**config.mk**
```make
export PLATFORM = sky130hd
export DESIGN_NAME = pin_interrupt_event_unit
export DESIGN_NICKNAME = d
export VERILOG_FILES = /design/src/sv/piu_pkg.sv /design/src/sv/piu_front.sv /design/src/sv/piu_job_queue.sv /design/src/sv/piu_emitter.sv /design/src/sv/pin_interrupt_event_unit.sv
export SDC_FILE = /design/constraint.sdc
export NUM_CORES = 1
export LEC_CHECK = 0
export BUFFER_PORTS_ARGS = -buffer_cell sky130_fd_sc_hd__buf_4
export CAP_MARGIN = 10
export CORE_MARGIN = 2
export CORE_UTILIZATION = 30
export DETAILED_ROUTE_END_ITERATION = 10
export GPL_TIMING_DRIVEN = 1
export SYNTH_ARGS = -nofsm -noshare
export SYNTH_HDL_FRONTEND = slang
export SYNTH_HIERARCHICAL = 1
export SYNTH_SLANG_ARGS = --single-unit
```
**constraint.sdc**
```tcl
create_clock -name clk_i -period 9.8 [get_ports clk_i]
set_input_delay 0.98 -clock clk_i [delete_from_list [all_inputs] [get_ports clk_i]]
set_output_delay 0.98 -clock clk_i [all_outputs]
set_load 0.02 [all_outputs]
```
**src/sv/piu_pkg.sv**
```systemverilog
// ----------------------------------------------------------------------------
// piu_pkg
// Shared types and constants of the pin interrupt event unit.
// ----------------------------------------------------------------------------
`default_nettype none

package piu_pkg;

  // block dimensions
  localparam int unsigned NumChannels = 6;
  localparam int unsigned NumPins     = 34;
  localparam int unsigned PinIdxW     = 6;
  localparam int unsigned PinSpan     = 2 ** PinIdxW;
  localparam int unsigned ModeW       = 3;
  localparam int unsigned EvW         = 3;
  localparam int unsigned HoldW       = 8;
  localparam int unsigned ChanIdW     = 3;
  localparam int unsigned CfgIdxW     = 4;
  localparam int unsigned CfgDataW    = NumChannels * PinIdxW;

  // register indexes
  localparam logic [CfgIdxW-1:0] RegPinSelect = 4'd0;
  localparam logic [CfgIdxW-1:0] RegModes     = 4'd1;
  localparam logic [CfgIdxW-1:0] RegEnable    = 4'd2;
  localparam logic [CfgIdxW-1:0] RegHoldoff   = 4'd3;

  // channel modes
  localparam logic [ModeW-1:0] ModeLow    = 3'd0;
  localparam logic [ModeW-1:0] ModeHigh   = 3'd1;
  localparam logic [ModeW-1:0] ModeChange = 3'd2;
  localparam logic [ModeW-1:0] ModeRise   = 3'd3;
  localparam logic [ModeW-1:0] ModeFall   = 3'd4;

  // event codes
  localparam logic [EvW-1:0] EvLow  = 3'd0;
  localparam logic [EvW-1:0] EvHigh = 3'd1;
  localparam logic [EvW-1:0] EvBoth = 3'd2;
  localparam logic [EvW-1:0] EvRise = 3'd3;
  localparam logic [EvW-1:0] EvFall = 3'd4;

  localparam logic [HoldW-1:0] HoldoffReset = 8'd50;
  localparam logic [HoldW-1:0] HoldoffMask  = 8'hFF;

  // one tick request
  typedef struct packed {
    logic [NumPins-1:0] pin_levels;
    logic               drain;
  } tick_t;

  // one reported event
  typedef struct packed {
    logic [ChanIdW-1:0] channel_id;
    logic [EvW-1:0]     event_type;
    logic               last;
  } result_t;

  // snapshot of the pending events taken by one drain
  typedef struct packed {
    logic [NumChannels-1:0]     mask;
    logic [NumChannels*EvW-1:0] codes;
  } job_t;

endpackage

`default_nettype wire

```
**src/sv/piu_front.sv**
```systemverilog
// ----------------------------------------------------------------------------
// piu_front
// Configuration registers and per-channel tick update; hands drain snapshots
// to the job queue.
// ----------------------------------------------------------------------------
`default_nettype none

module piu_front (
  input  wire logic                          clk_i,
  input  wire logic                          rst_ni,
  input  wire logic                          accept_i,
  input  wire piu_pkg::tick_t                tick_i,
  input  wire logic                          cfg_we_i,
  input  wire logic [piu_pkg::CfgIdxW-1:0]   cfg_index_i,
  input  wire logic [piu_pkg::CfgDataW-1:0]  cfg_data_i,
  output logic                               job_push_o,
  output piu_pkg::job_t                      job_o
);
  import piu_pkg::*;

  // configuration registers
  logic [NumChannels*PinIdxW-1:0] pin_sel_q;
  logic [NumChannels*ModeW-1:0]   modes_q;
  logic [NumChannels-1:0]         enable_q;
  logic [HoldW-1:0]               holdoff_q;

  // channel state
  logic [NumChannels-1:0] prev_q, prev_d;
  logic [NumChannels-1:0] rise_q, rise_d;
  logic [NumChannels-1:0] fall_q, fall_d;
  logic [NumChannels-1:0] pend_q, pend_d;
  logic [EvW-1:0]         code_q [NumChannels];
  logic [EvW-1:0]         code_d [NumChannels];
  logic [HoldW-1:0]       hold_q [NumChannels];
  logic [HoldW-1:0]       hold_d [NumChannels];

  logic [HoldW-1:0] hold_load;
  logic             en_write;
  logic [NumChannels-1:0] en_new;

  // a zero holdoff behaves as one tick
  assign hold_load = (holdoff_q == '0) ? HoldW'(1) : (holdoff_q & HoldoffMask);
  assign en_write  = cfg_we_i && (cfg_index_i == RegEnable);
  assign en_new    = cfg_data_i[NumChannels-1:0];

  // per-channel update for one tick
  always_comb begin
    logic [PinSpan-1:0] lv_ext;
    logic [PinIdxW-1:0] pin;
    logic [ModeW-1:0]   mode;
    logic [HoldW-1:0]   hold_n;
    logic [EvW-1:0]     ev, code_n;
    logic               lvl, rise, fall, fire, pend;

    lv_ext = PinSpan'(tick_i.pin_levels);
    job_o  = '0;
    for (int c = 0; c < NumChannels; c++) begin
      rise   = rise_q[c];
      fall   = fall_q[c];
      pend   = pend_q[c];
      code_n = code_q[c];
      hold_n = hold_q[c];
      // holdoff countdown, release clears the latches
      if (hold_q[c] != '0) begin
        hold_n = hold_q[c] - 1'b1;
        if (hold_n == '0) begin
          rise = 1'b0;
          fall = 1'b0;
        end
      end
      // edge detection on the selected pin
      pin  = pin_sel_q[c*PinIdxW +: PinIdxW];
      lvl  = lv_ext[pin];
      if (!prev_q[c] && lvl) rise = 1'b1;
      if (prev_q[c] && !lvl) fall = 1'b1;
      // firing decision
      mode = modes_q[c*ModeW +: ModeW];
      fire = 1'b0;
      ev   = EvLow;
      if (enable_q[c] && (hold_n == '0)) begin
        unique case (mode)
          ModeLow: begin
            fire = !lvl;
            ev   = EvLow;
          end
          ModeHigh: begin
            fire = lvl;
            ev   = EvHigh;
          end
          ModeChange: begin
            fire = rise || fall;
            ev   = (rise && fall) ? EvBoth : (rise ? EvRise : EvFall);
          end
          ModeRise: begin
            fire = rise;
            ev   = EvRise;
          end
          ModeFall: begin
            fire = fall;
            ev   = EvFall;
          end
          default: begin
            fire = 1'b0;
            ev   = EvLow;
          end
        endcase
      end
      if (fire) begin
        pend   = 1'b1;
        code_n = ev;
        hold_n = hold_load;
      end
      // drain snapshot, then clear
      if (tick_i.drain) begin
        job_o.mask[c]               = pend;
        job_o.codes[c*EvW +: EvW]   = code_n;
        pend   = 1'b0;
        code_n = EvLow;
      end

      if (accept_i) begin
        prev_d[c] = lvl;
        rise_d[c] = rise;
        fall_d[c] = fall;
        pend_d[c] = pend;
        code_d[c] = code_n;
        hold_d[c] = hold_n;
      end else begin
        prev_d[c] = prev_q[c];
        rise_d[c] = rise_q[c];
        fall_d[c] = fall_q[c];
        pend_d[c] = pend_q[c];
        code_d[c] = code_q[c];
        hold_d[c] = hold_q[c];
      end
      // enable write clears latches of old and new enabled channels
      if (en_write && (enable_q[c] || en_new[c])) begin
        rise_d[c] = 1'b0;
        fall_d[c] = 1'b0;
      end
    end
  end

  assign job_push_o = accept_i && tick_i.drain && (job_o.mask != '0);

  // configuration registers
  always_ff @(posedge clk_i or negedge rst_ni) begin
    if (!rst_ni) begin
      pin_sel_q <= '0;
      modes_q   <= '0;
      enable_q  <= '0;
      holdoff_q <= HoldoffReset;
    end else if (cfg_we_i) begin
      unique case (cfg_index_i)
        RegPinSelect: pin_sel_q <= cfg_data_i;
        RegModes:     modes_q   <= cfg_data_i[NumChannels*ModeW-1:0];
        RegEnable:    enable_q  <= en_new;
        RegHoldoff:   holdoff_q <= cfg_data_i[HoldW-1:0];
        default:      ;
      endcase
    end
  end

  // channel state registers
  always_ff @(posedge clk_i or negedge rst_ni) begin
    if (!rst_ni) begin
      prev_q <= '0;
      rise_q <= '0;
      fall_q <= '0;
      pend_q <= '0;
      for (int c = 0; c < NumChannels; c++) begin
        code_q[c] <= '0;
        hold_q[c] <= '0;
      end
    end else begin
      prev_q <= prev_d;
      rise_q <= rise_d;
      fall_q <= fall_d;
      pend_q <= pend_d;
      for (int c = 0; c < NumChannels; c++) begin
        code_q[c] <= code_d[c];
        hold_q[c] <= hold_d[c];
      end
    end
  end

endmodule

`default_nettype wire

```
**src/sv/piu_job_queue.sv**
```systemverilog
// ----------------------------------------------------------------------------
// piu_job_queue
// Short queue of drain snapshots between the tick front and the emitter.
// ----------------------------------------------------------------------------
`default_nettype none

module piu_job_queue #(
  parameter int unsigned DEPTH = 2
) (
  input  wire logic           clk_i,
  input  wire logic           rst_ni,
  input  wire logic           wr_en_i,
  input  wire piu_pkg::job_t  wr_data_i,
  output logic                full_o,
  input  wire logic           rd_en_i,
  output piu_pkg::job_t       rd_data_o,
  output logic                empty_o
);
  import piu_pkg::*;

  localparam int unsigned AW = (DEPTH > 1) ? $clog2(DEPTH) : 1;
  localparam int unsigned CW = $clog2(DEPTH + 1);

  job_t          mem_q [DEPTH];
  logic [AW-1:0] wr_ptr_q, rd_ptr_q;
  logic [CW-1:0] count_q;
  logic          do_wr, do_rd;

  assign full_o    = (count_q == CW'(DEPTH));
  assign empty_o   = (count_q == '0);
  assign do_wr     = wr_en_i && !full_o;
  assign do_rd     = rd_en_i && !empty_o;
  assign rd_data_o = mem_q[rd_ptr_q];

  // storage
  always_ff @(posedge clk_i) begin
    if (do_wr) begin
      mem_q[wr_ptr_q] <= wr_data_i;
    end
  end

  // pointers and fill count
  always_ff @(posedge clk_i or negedge rst_ni) begin
    if (!rst_ni) begin
      wr_ptr_q <= '0;
      rd_ptr_q <= '0;
      count_q  <= '0;
    end else begin
      if (do_wr) begin
        wr_ptr_q <= (wr_ptr_q == AW'(DEPTH - 1)) ? '0 : wr_ptr_q + 1'b1;
      end
      if (do_rd) begin
        rd_ptr_q <= (rd_ptr_q == AW'(DEPTH - 1)) ? '0 : rd_ptr_q + 1'b1;
      end
      if (do_wr && !do_rd) begin
        count_q <= count_q + 1'b1;
      end else if (do_rd && !do_wr) begin
        count_q <= count_q - 1'b1;
      end
    end
  end

endmodule

`default_nettype wire

```
**src/sv/piu_emitter.sv**
```systemverilog
// ----------------------------------------------------------------------------
// piu_emitter
// Walks one drain snapshot in channel order and presents one event at a time
// through an output register.
// ----------------------------------------------------------------------------
`default_nettype none

module piu_emitter (
  input  wire logic           clk_i,
  input  wire logic           rst_ni,
  input  wire logic           job_empty_i,
  input  wire piu_pkg::job_t  job_i,
  output logic                job_pop_o,
  input  wire logic           pop,
  output logic                empty,
  output piu_pkg::result_t    result_o
);
  import piu_pkg::*;

  logic [NumChannels-1:0]     mask_q;
  logic [NumChannels*EvW-1:0] codes_q;
  logic                       out_valid_q;
  result_t                    out_q;
  logic                       slot_free;
  logic [ChanIdW-1:0]         sel_id;
  logic [NumChannels-1:0]     rest_mask;

  assign slot_free = !out_valid_q || pop;
  assign job_pop_o = (mask_q == '0) && !job_empty_i;
  assign empty     = !out_valid_q;
  assign result_o  = out_q;

  // lowest pending channel of the snapshot
  always_comb begin
    sel_id    = '0;
    rest_mask = mask_q;
    for (int c = NumChannels - 1; c >= 0; c--) begin
      if (mask_q[c]) sel_id = ChanIdW'(c);
    end
    rest_mask[sel_id] = 1'b0;
  end

  always_ff @(posedge clk_i or negedge rst_ni) begin
    if (!rst_ni) begin
      mask_q      <= '0;
      codes_q     <= '0;
      out_valid_q <= 1'b0;
      out_q       <= '0;
    end else begin
      // load next snapshot once the current one is done
      if (job_pop_o) begin
        mask_q  <= job_i.mask;
        codes_q <= job_i.codes;
      end else if ((mask_q != '0) && slot_free) begin
        mask_q <= rest_mask;
      end
      // output register
      if ((mask_q != '0) && slot_free) begin
        out_valid_q      <= 1'b1;
        out_q.channel_id <= sel_id;
        out_q.event_type <= codes_q[sel_id*EvW +: EvW];
        out_q.last       <= (rest_mask == '0);
      end else if (pop) begin
        out_valid_q <= 1'b0;
      end
    end
  end

endmodule

`default_nettype wire

```
**src/sv/pin_interrupt_event_unit.sv**
```systemverilog
// ----------------------------------------------------------------------------
// pin_interrupt_event_unit
// Six-channel pin interrupt unit with level and edge modes, holdoff masking
// and drained event reporting.
// ----------------------------------------------------------------------------
// Each accepted tick makes every channel sample its selected pin, update
// its latches and holdoff counter, and possibly fire. A tick with drain
// set snapshots any pending events into a queue of JOB_DEPTH snapshots;
// the emitter loads a snapshot and then presents its events one at a time,
// each once the output register is free. Ticks keep being taken while
// results wait, and full rises only when the snapshot queue is full. The
// configuration port never stalls; write it only while the unit is idle.
// A write to the enable register clears the latches of every channel that
// was or becomes enabled.
// ----------------------------------------------------------------------------
`default_nettype none

module pin_interrupt_event_unit #(
  parameter int unsigned JOB_DEPTH = 2
) (
  input  wire logic                          clk_i,
  input  wire logic                          rst_ni,
  input  wire logic                          push,
  output logic                               full,
  input  wire piu_pkg::tick_t                tick_i,
  output logic                               empty,
  input  wire logic                          pop,
  output piu_pkg::result_t                   result_o,
  input  wire logic                          cfg_valid_i,
  output logic                               cfg_ready_o,
  input  wire logic [piu_pkg::CfgIdxW-1:0]   cfg_index_i,
  input  wire logic [piu_pkg::CfgDataW-1:0]  cfg_data_i
);
  import piu_pkg::*;

  logic accept;
  logic job_push, job_pop, job_empty;
  job_t job_in, job_out;

  assign cfg_ready_o = 1'b1;
  assign accept      = push && !full;

  // tick front
  piu_front u_front (
    .clk_i       (clk_i),
    .rst_ni      (rst_ni),
    .accept_i    (accept),
    .tick_i      (tick_i),
    .cfg_we_i    (cfg_valid_i && cfg_ready_o),
    .cfg_index_i (cfg_index_i),
    .cfg_data_i  (cfg_data_i),
    .job_push_o  (job_push),
    .job_o       (job_in)
  );

  // snapshot queue
  piu_job_queue #(
    .DEPTH (JOB_DEPTH)
  ) u_queue (
    .clk_i     (clk_i),
    .rst_ni    (rst_ni),
    .wr_en_i   (job_push),
    .wr_data_i (job_in),
    .full_o    (full),
    .rd_en_i   (job_pop),
    .rd_data_o (job_out),
    .empty_o   (job_empty)
  );

  // event emitter
  piu_emitter u_emitter (
    .clk_i       (clk_i),
    .rst_ni      (rst_ni),
    .job_empty_i (job_empty),
    .job_i       (job_out),
    .job_pop_o   (job_pop),
    .pop         (pop),
    .empty       (empty),
    .result_o    (result_o)
  );

endmodule

`default_nettype wire

```
==> qor.yml, run 1 <==
syn_inst: 1428
place_hpwl_um: 27500
diodes: 0
hp-class: "in -> async"
drt_iter0_markers: 834
clkPwrFrac_pct: 23.6
numCtsBuffers: 27
die_width_um: 227
powerDensity_nw_per_um2: 267
portBuffers: 88
firstDrtPassIters: 5
cts.path.max_buffers: 3
post_cts_resize_count: 0
hold_violations: 0
finalSetupTns_ns: 0
path_clk_slew_ns: 0.06
h-tree-depth: 1
worstSkewPairLatency_ns: 0.55
synth_area_leaders: "dfrtp_1 (32%), edfxtp_1 (9.7%), mux2_2 (6.9%), mux4_2 (4.7%), mux2i_1 (3.4%)"
ys_warn_count: 6
p_leak_nw: 6.69
routed_wl_um: 39000
dp.cells: 2107
start_kind: "register"
grt_max_degree: 76
rsz0062_at_grt: "no"
status: "finished clean"
grt_pass1_vias: 11200
viasPerCell: 5.38
io_pins: 90
postCtsSetupRepairBufs: 0
synth_area_um2: 14900
cts.sink_count: 242
antenna_found_initial: 0
async_flop_share_pct: 80.2
yosysUniqueCellTypes: 99
irDropWorstVdd_mv: 0.133
crit_arrival_ns: 5.16
min_period_ns: 5.01
synth-edff-count: 48
timing.fmax_mhz: 200
cts-root-buf: "clkbuf_16"
grt_pass1_wl_um: 63300
grt_overflow: 0
final_cell_mix: "dfrtp_1 (191), nor2_1 (116), nand2_1 (102), buf_4 (99), mux2_2 (91)"
skew_ns: 0.0242
setup_violations: 0
yosysTopAreaCell: "dfrtp_1"
cts_tree: "done"
start_util_pct: 30.4
finish.net_count: 1572
post_drt_wl_per_cell_um: 18.1
track_usage_pct: 15.4
syn_avg_cell_area_um2: 10.4
switching_share_pct: 38.7
cp.required_ns: 9.94
fp-row-count: 81
power_frac_seq_pct: 38.5
hold_buffers: 0
synth-seq-area-share_pct: 42.3
switching_power_mw: 1.75
maxCapViolations: 0
instances_no_fill: 2157
combinationalPowerShare_pct: 38.0
end_kind: "register"
drc: 0
critPathKind: "reg -> reg"
drive_gt1_share_pct: 22.2
slew_violations: 0
fp.dieArea_um2: 51400
slew_headroom_pct: 25.4
final_common_cell: "dfrtp_1"
syn_to_final_growth_pct: 14.2
vias: 11600
synth_nets: 1527
drtAntennaViolNets: 0
gp_congestion: 0.900
internal_power_mw: 2.78
ys_ff_latch: 242
worstPathMaxFanout: 24
yosys_most_used_dff: "dfrtp_1"
tightestPinTransition_ns: 1.12
min_period_over_period_pct: 51.1
coreArea_um2: 49000
yosysTopAreaCellShare_pct: 32.1
die_height_um: 227
[registers in the layout, indices dropped and copies added, names as in the netlist, 7 cells and up]
name,cells
u_emitter/codes_q,18
u_front/code_q,18
u_front/holdoff_q,8
u_queue/mem_q,48
u_front/modes_q,18
u_emitter/result_o,7
u_front/hold_q,48
u_front/pin_sel_q,36
[layer usage]
layer / part of all wire, % / global-route usage, %
met1: 47 / 22.0
met5: 0 / 0
met3: 6.4 / 3.14
met4: 2.6 / 3.90
met2: 44 / 23.5
[power by group through the flow]
stage                     sequential (mW)  combinational, mW  clock (mW)
after global routing                 1.80               1.92        1.14
final                                1.74               1.72        1.07
after floorplan                      1.54               1.47           0
after global placement               1.74               1.68           0
after detailed placement             1.75               1.71           0
after CTS                            1.74               1.72        1.10
[critical path, stage by stage, from the launching register on]
cell and delay, ns:
dfrtp_1 0.81, mux4_2 0.60, a22o_1 0.26, o41ai_1 0.67
o21ai_0 0.16, a21o_1 0.24, a31oi_4 0.45, or4_1 0.23
nor4_2 0.05, a31oi_1 0.19, and3_1 0.92
[worst paths after layout]
check,slack [ns],startpoint,depth (start not counted),end
setup / recovery,4.79,u_front/pin_sel_q[12]$_DFFE_PN0P_,10,u_queue/mem_q[1][13]$_DFFE_PP_
hold / removal,0.48,rst_ni,1,u_emitter/mask_q[3]$_DFFE_PN0P_
setup reg to reg,4.79,u_front/pin_sel_q[12]$_DFFE_PN0P_,10,u_queue/mem_q[1][13]$_DFFE_PP_
hold reg to reg,0.48,u_emitter/result_o[4]$_DFFE_PN0P_,2,u_emitter/result_o[4]$_DFFE_PN0P_
max in group asynchronous,7.87,rst_ni,2,u_front/hold_q[45]$_DFFE_PN0P_
min in group clk_i,0.48,u_emitter/result_o[4]$_DFFE_PN0P_,2,u_emitter/result_o[4]$_DFFE_PN0P_
[cell usage after synthesis, types with 11 or more instances]
library cell,count
and2_1,12
nor4_1,15
a21oi_1,50
ha_1,19
nor3_1,32
nand2_1,102
a21boi_0,11
nand2b_1,23
o211ai_1,11
a31oi_1,13
nand3_1,33
edfxtp_1,48
inv_1,48
buf_2,15
nor2b_1,30
dfrtp_1,191
mux2i_1,50
o22ai_1,15
or3_1,13
o21a_1,14
mux2_4,19
mux4_2,31
mux2_2,91
o21ai_0,89
o221ai_1,15
a211oi_1,11
clkbuf_1,47
a22oi_1,12
nor2_1,117
o2bb2ai_1,18
[cell type report]
cell class,instances,area (um2)
Fill cell,4897,32000
Multi-Input combinational cell,1053,7980
Sequential cell,242,6300
Tap cell,664,831
Timing Repair Buffer,101,772
Clock buffer,34,742
Clock inverter,15,186
Inverter,48,180
[metrics by stage]
step | area, um2 | hold WS (ns) | setup slack [ns] | util, % | total power [mW]
4_1_cts | 17000 | 0.481 | 4.58 | 34.7 | 4.55
5_1_grt | 17000 | 0.502 | 4.41 | 34.7 | 4.86
3_5_place_dp | 16000 | 0.465 | 4.44 | 32.8 | 3.47
3_3_place_gp | 16000 | 0.458 | 4.42 | 32.8 | 3.42
2_1_floorplan | 14900 | 0.447 | 5.20 | - | 3.01
6_report | 17000 | 0.476 | 4.79 | 34.7 | 4.53
[cells by family (layout without fill, tap and decap cells)]
kind of cell	after synthesis	after routing	synth area share (%)
adders and majority gates	19	19	1.60
AOI/OAI and AO/OA	373	373	18.1
other	1	1	0.0252
xor gates and xnor gates	10	10	0.589
muxes	194	194	17.4
and+or+nand+nor	456	456	15.8
buffers and inverters	133	198	4.15
DFF	242	242	42.3
Power figures use the tool's default switching activity.
==> run 2, diff against run 1 <==
==> constraint.sdc (replaced) <==
create_clock -name clk_i -period 4.8 [get_ports clk_i]
set_input_delay 0.48 -clock clk_i [delete_from_list [all_inputs] [get_ports clk_i]]
set_output_delay 0.48 -clock clk_i [all_outputs]
set_load 0.02 [all_outputs]
==> run 2 against run 1 <==
Flip-flop and latch count did not move. Largest cell class unchanged. Maximum frequency rose by 15%. Total power rose by 110%. Count of clock-buffer cells in the layout rose by 4. Non-clock buffer count rose by 8. Critical endpoint is now u_queue/mem_q[1][8]$_DFFE_PP_. Hold slack got worse by 0.46 ns.
==> qor.yml, run 2 (synthesized netlist as in run 1, its figures left out) <==
slew_headroom_pct: 26.1  # was 25.4%
postCtsSetupRepairBufs: 0  # unchanged
final_common_cell: "dfrtp_1"  # unchanged
crit_family: "simple AND/OR/NAND/NOR gates"  # was compound AO/OA/AOI/OAI gates
coreArea_um2: 49000  # unchanged
tightestPinTransition_ns: 1.11  # was 1.12 ns
reg.largest.list: "u_front/hold_q x48, u_queue/mem_q x48, u_front/pin_sel_q x36"  # unchanged
track_usage_pct: 16.0  # was 15.4%
antenna_found_initial: 1  # was 0
fp-row-count: 81  # unchanged
syn_to_final_growth_pct: 14.8  # was 14.2%
r2r_cells: 12  # was 10
cts-root-buf: "clkbuf_16"  # unchanged
gp_congestion: 0.894  # was 0.900
multi_input_area_um2: 7980  # unchanged
grt_max_degree: 103  # was 76
portBuffers: 88  # unchanged
cts.path.max_buffers: 3  # unchanged
pre_cts_slack_ns: 0.464  # was 4.44 ns
drive_gt1_share_pct: 22.8  # was 22.2%
maxCapViolations: 0  # unchanged
grt_overflow: 0  # unchanged
start_kind: "register"  # unchanged
min_period_ns: 4.38  # was 5.01 ns
final_cell_mix: "dfrtp_1 (191), nor2_1 (116), buf_4 (107), nand2_1 (102), mux2_2 (91)"  # was dfrtp_1 (191), nor2_1 (116), nand2_1 (102), buf_4 (99), mux2_2 (91)
viasPerCell: 5.44  # was 5.38
hp-class: "in -> async"  # unchanged
end_kind: "register"  # unchanged
worstSkewPairLatency_ns: 0.55  # about the same
drtAntennaViolNets: 0  # unchanged
cpMaxStageDelayCell: "dfrtp_1"  # was and3_1
slew_violations: 0  # unchanged
post_cts_resize_count: 0  # unchanged
timing.fmax_mhz: 229  # was 200 MHz
h-tree-depth: 1  # unchanged
cts_tree: "done"  # unchanged
worst_slack_ns: 0.424  # was 4.79 ns
cts.sink_count: 242  # unchanged
io_pins: 90  # unchanged
place_hpwl_um: 28500  # was 27500 um
firstDrtPassIters: 8  # was 5
grt_pass1_vias: 11600  # was 11200
rsz0062_at_grt: "no"  # unchanged
crit_arrival_ns: 4.51  # was 5.16 ns
fill_cells: 4905  # was 4897
r2r_end: "u_queue/mem_q[1][8]$_DFFE_PP_"  # was u_queue/mem_q[1][13]$_DFFE_PP_
drc: 0  # unchanged
die_width_um: 227  # unchanged
diodes: 0  # unchanged
routed_wl_um: 41000  # was 39000 um
p_leak_nw: 6.74  # was 6.69 nW
irDropWorstVdd_mv: 0.297  # was 0.133 mV
drt_iter0_markers: 1025  # was 834
numCtsBuffers: 28  # was 27
setup_violations: 0  # unchanged
status: "finished clean"  # unchanged
cp.required_ns: 4.94  # was 9.94 ns
r2r-start: "u_front/pin_sel_q[12]$_DFFE_PN0P_"  # unchanged
finish.net_count: 1581  # was 1572
path_clk_slew_ns: 0.06  # about the same
vias: 11800  # was 11600
die_height_um: 227  # unchanged
worstPathMaxFanout: 24  # unchanged
powerDensity_nw_per_um2: 544  # was 267 nW/um2
fp.dieArea_um2: 51400  # unchanged
hold_buffers: 0  # unchanged
min_period_over_period_pct: 91.2  # was 51.1%
cp_num_cells: 12  # was 10
crit_chain: "buf_4, mux4_2, and2_1, o41ai_1, buf_4, nor3_1, o21ai_1, a31oi_4, or4_1, nor4_2, a31oi_1, and3_1"  # was mux4_2, a22o_1, o41ai_1, o21ai_0, a21o_1, a31oi_4, or4_1, nor4_2, a31oi_1, and3_1
cp_num_buf_inv: 2  # was 0
critPathKind: "reg -> reg"  # unchanged
skew_ns: 0.0120  # was 0.0242 ns
hold_violations: 0  # unchanged
area.sequential_um2: 6300  # unchanged
start_util_pct: 30.4  # unchanged
post_drt_wl_per_cell_um: 18.9  # was 18.1 um
crit_top_cell: "buf_4"
max_stage_delay_ns: 0.55  # was 0.92 ns
reg2reg_slack_ns: 0.42  # was 4.79 ns
grt_pass1_wl_um: 65500  # was 63300 um
finalSetupTns_ns: 0  # unchanged
run 2: cell count changes in the layout (fill, tap and decap cells not counted), moves of 2 or more:
cell / change
clkinv_2: -7
inv_6: +3
bufinv_16: -3
clkbuf_16: +2
buf_4: +8
clkbuf_8: +3
clkinv_4: +4
run 2: where the power goes:
part,leakage (nW),internal [mW],switching [mW]
logic,3.48,1.70,1.86
clock network,0.471,1.28,0.919
registers,2.79,2.68,0.857
run 2: layer usage:
metal / routed length, um / track usage [%]
met5: 16 / 0
met4: 845 / 3.35
met3: 2770 / 3.21
met2: 18500 / 25.4
met1: 18900 / 22.4
run 2: layout make-up:
| cell class | instances | area share, % |
|---|---|---|
| Multi-Input combinational cell | 1053 | 46.7 |
| Sequential cell | 242 | 36.9 |
| Timing Repair Buffer | 109 | 4.90 |
| Tap cell | 664 | 4.86 |
| Clock buffer | 38 | 4.85 |
| Inverter | 48 | 1.05 |
| Clock inverter | 13 | 0.762 |
run 2: worst max-delay path by stage:
stage                                 startpoint                             end  slack, ns
2_1_floorplan   u_front/pin_sel_q[0]$_DFFE_PN0P_   u_queue/mem_q[0][0]$_DFFE_PP_       0.64
4_1_cts           u_front/hold_q[24]$_DFFE_PN0P_  u_queue/mem_q[1][17]$_DFFE_PP_       0.44
3_3_place_gp   u_front/pin_sel_q[12]$_DFFE_PN0P_  u_queue/mem_q[1][13]$_DFFE_PP_       0.45
5_1_grt        u_front/pin_sel_q[12]$_DFFE_PN0P_  u_queue/count_q[1]$_DFFE_PN0P_       0.08
6_report       u_front/pin_sel_q[12]$_DFFE_PN0P_   u_queue/mem_q[1][8]$_DFFE_PP_       0.42
3_5_place_dp   u_front/pin_sel_q[24]$_DFFE_PN0P_  u_queue/mem_q[1][13]$_DFFE_PP_       0.46
run 2: metrics by stage:
stage	std cells	utilization (%)	cell area, um2	total power, mW	hold WS (ns)
after global placement	2116	32.9	16100	6.99	0.462
final	2167	34.9	17100	9.29	0.0150
after global routing	2167	34.9	17100	9.93	0.0659
after floorplan	1428	-	14900	6.15	0.184
after CTS	2167	34.9	17100	9.33	0.0467
after detailed placement	2116	32.9	16100	7.08	0.466
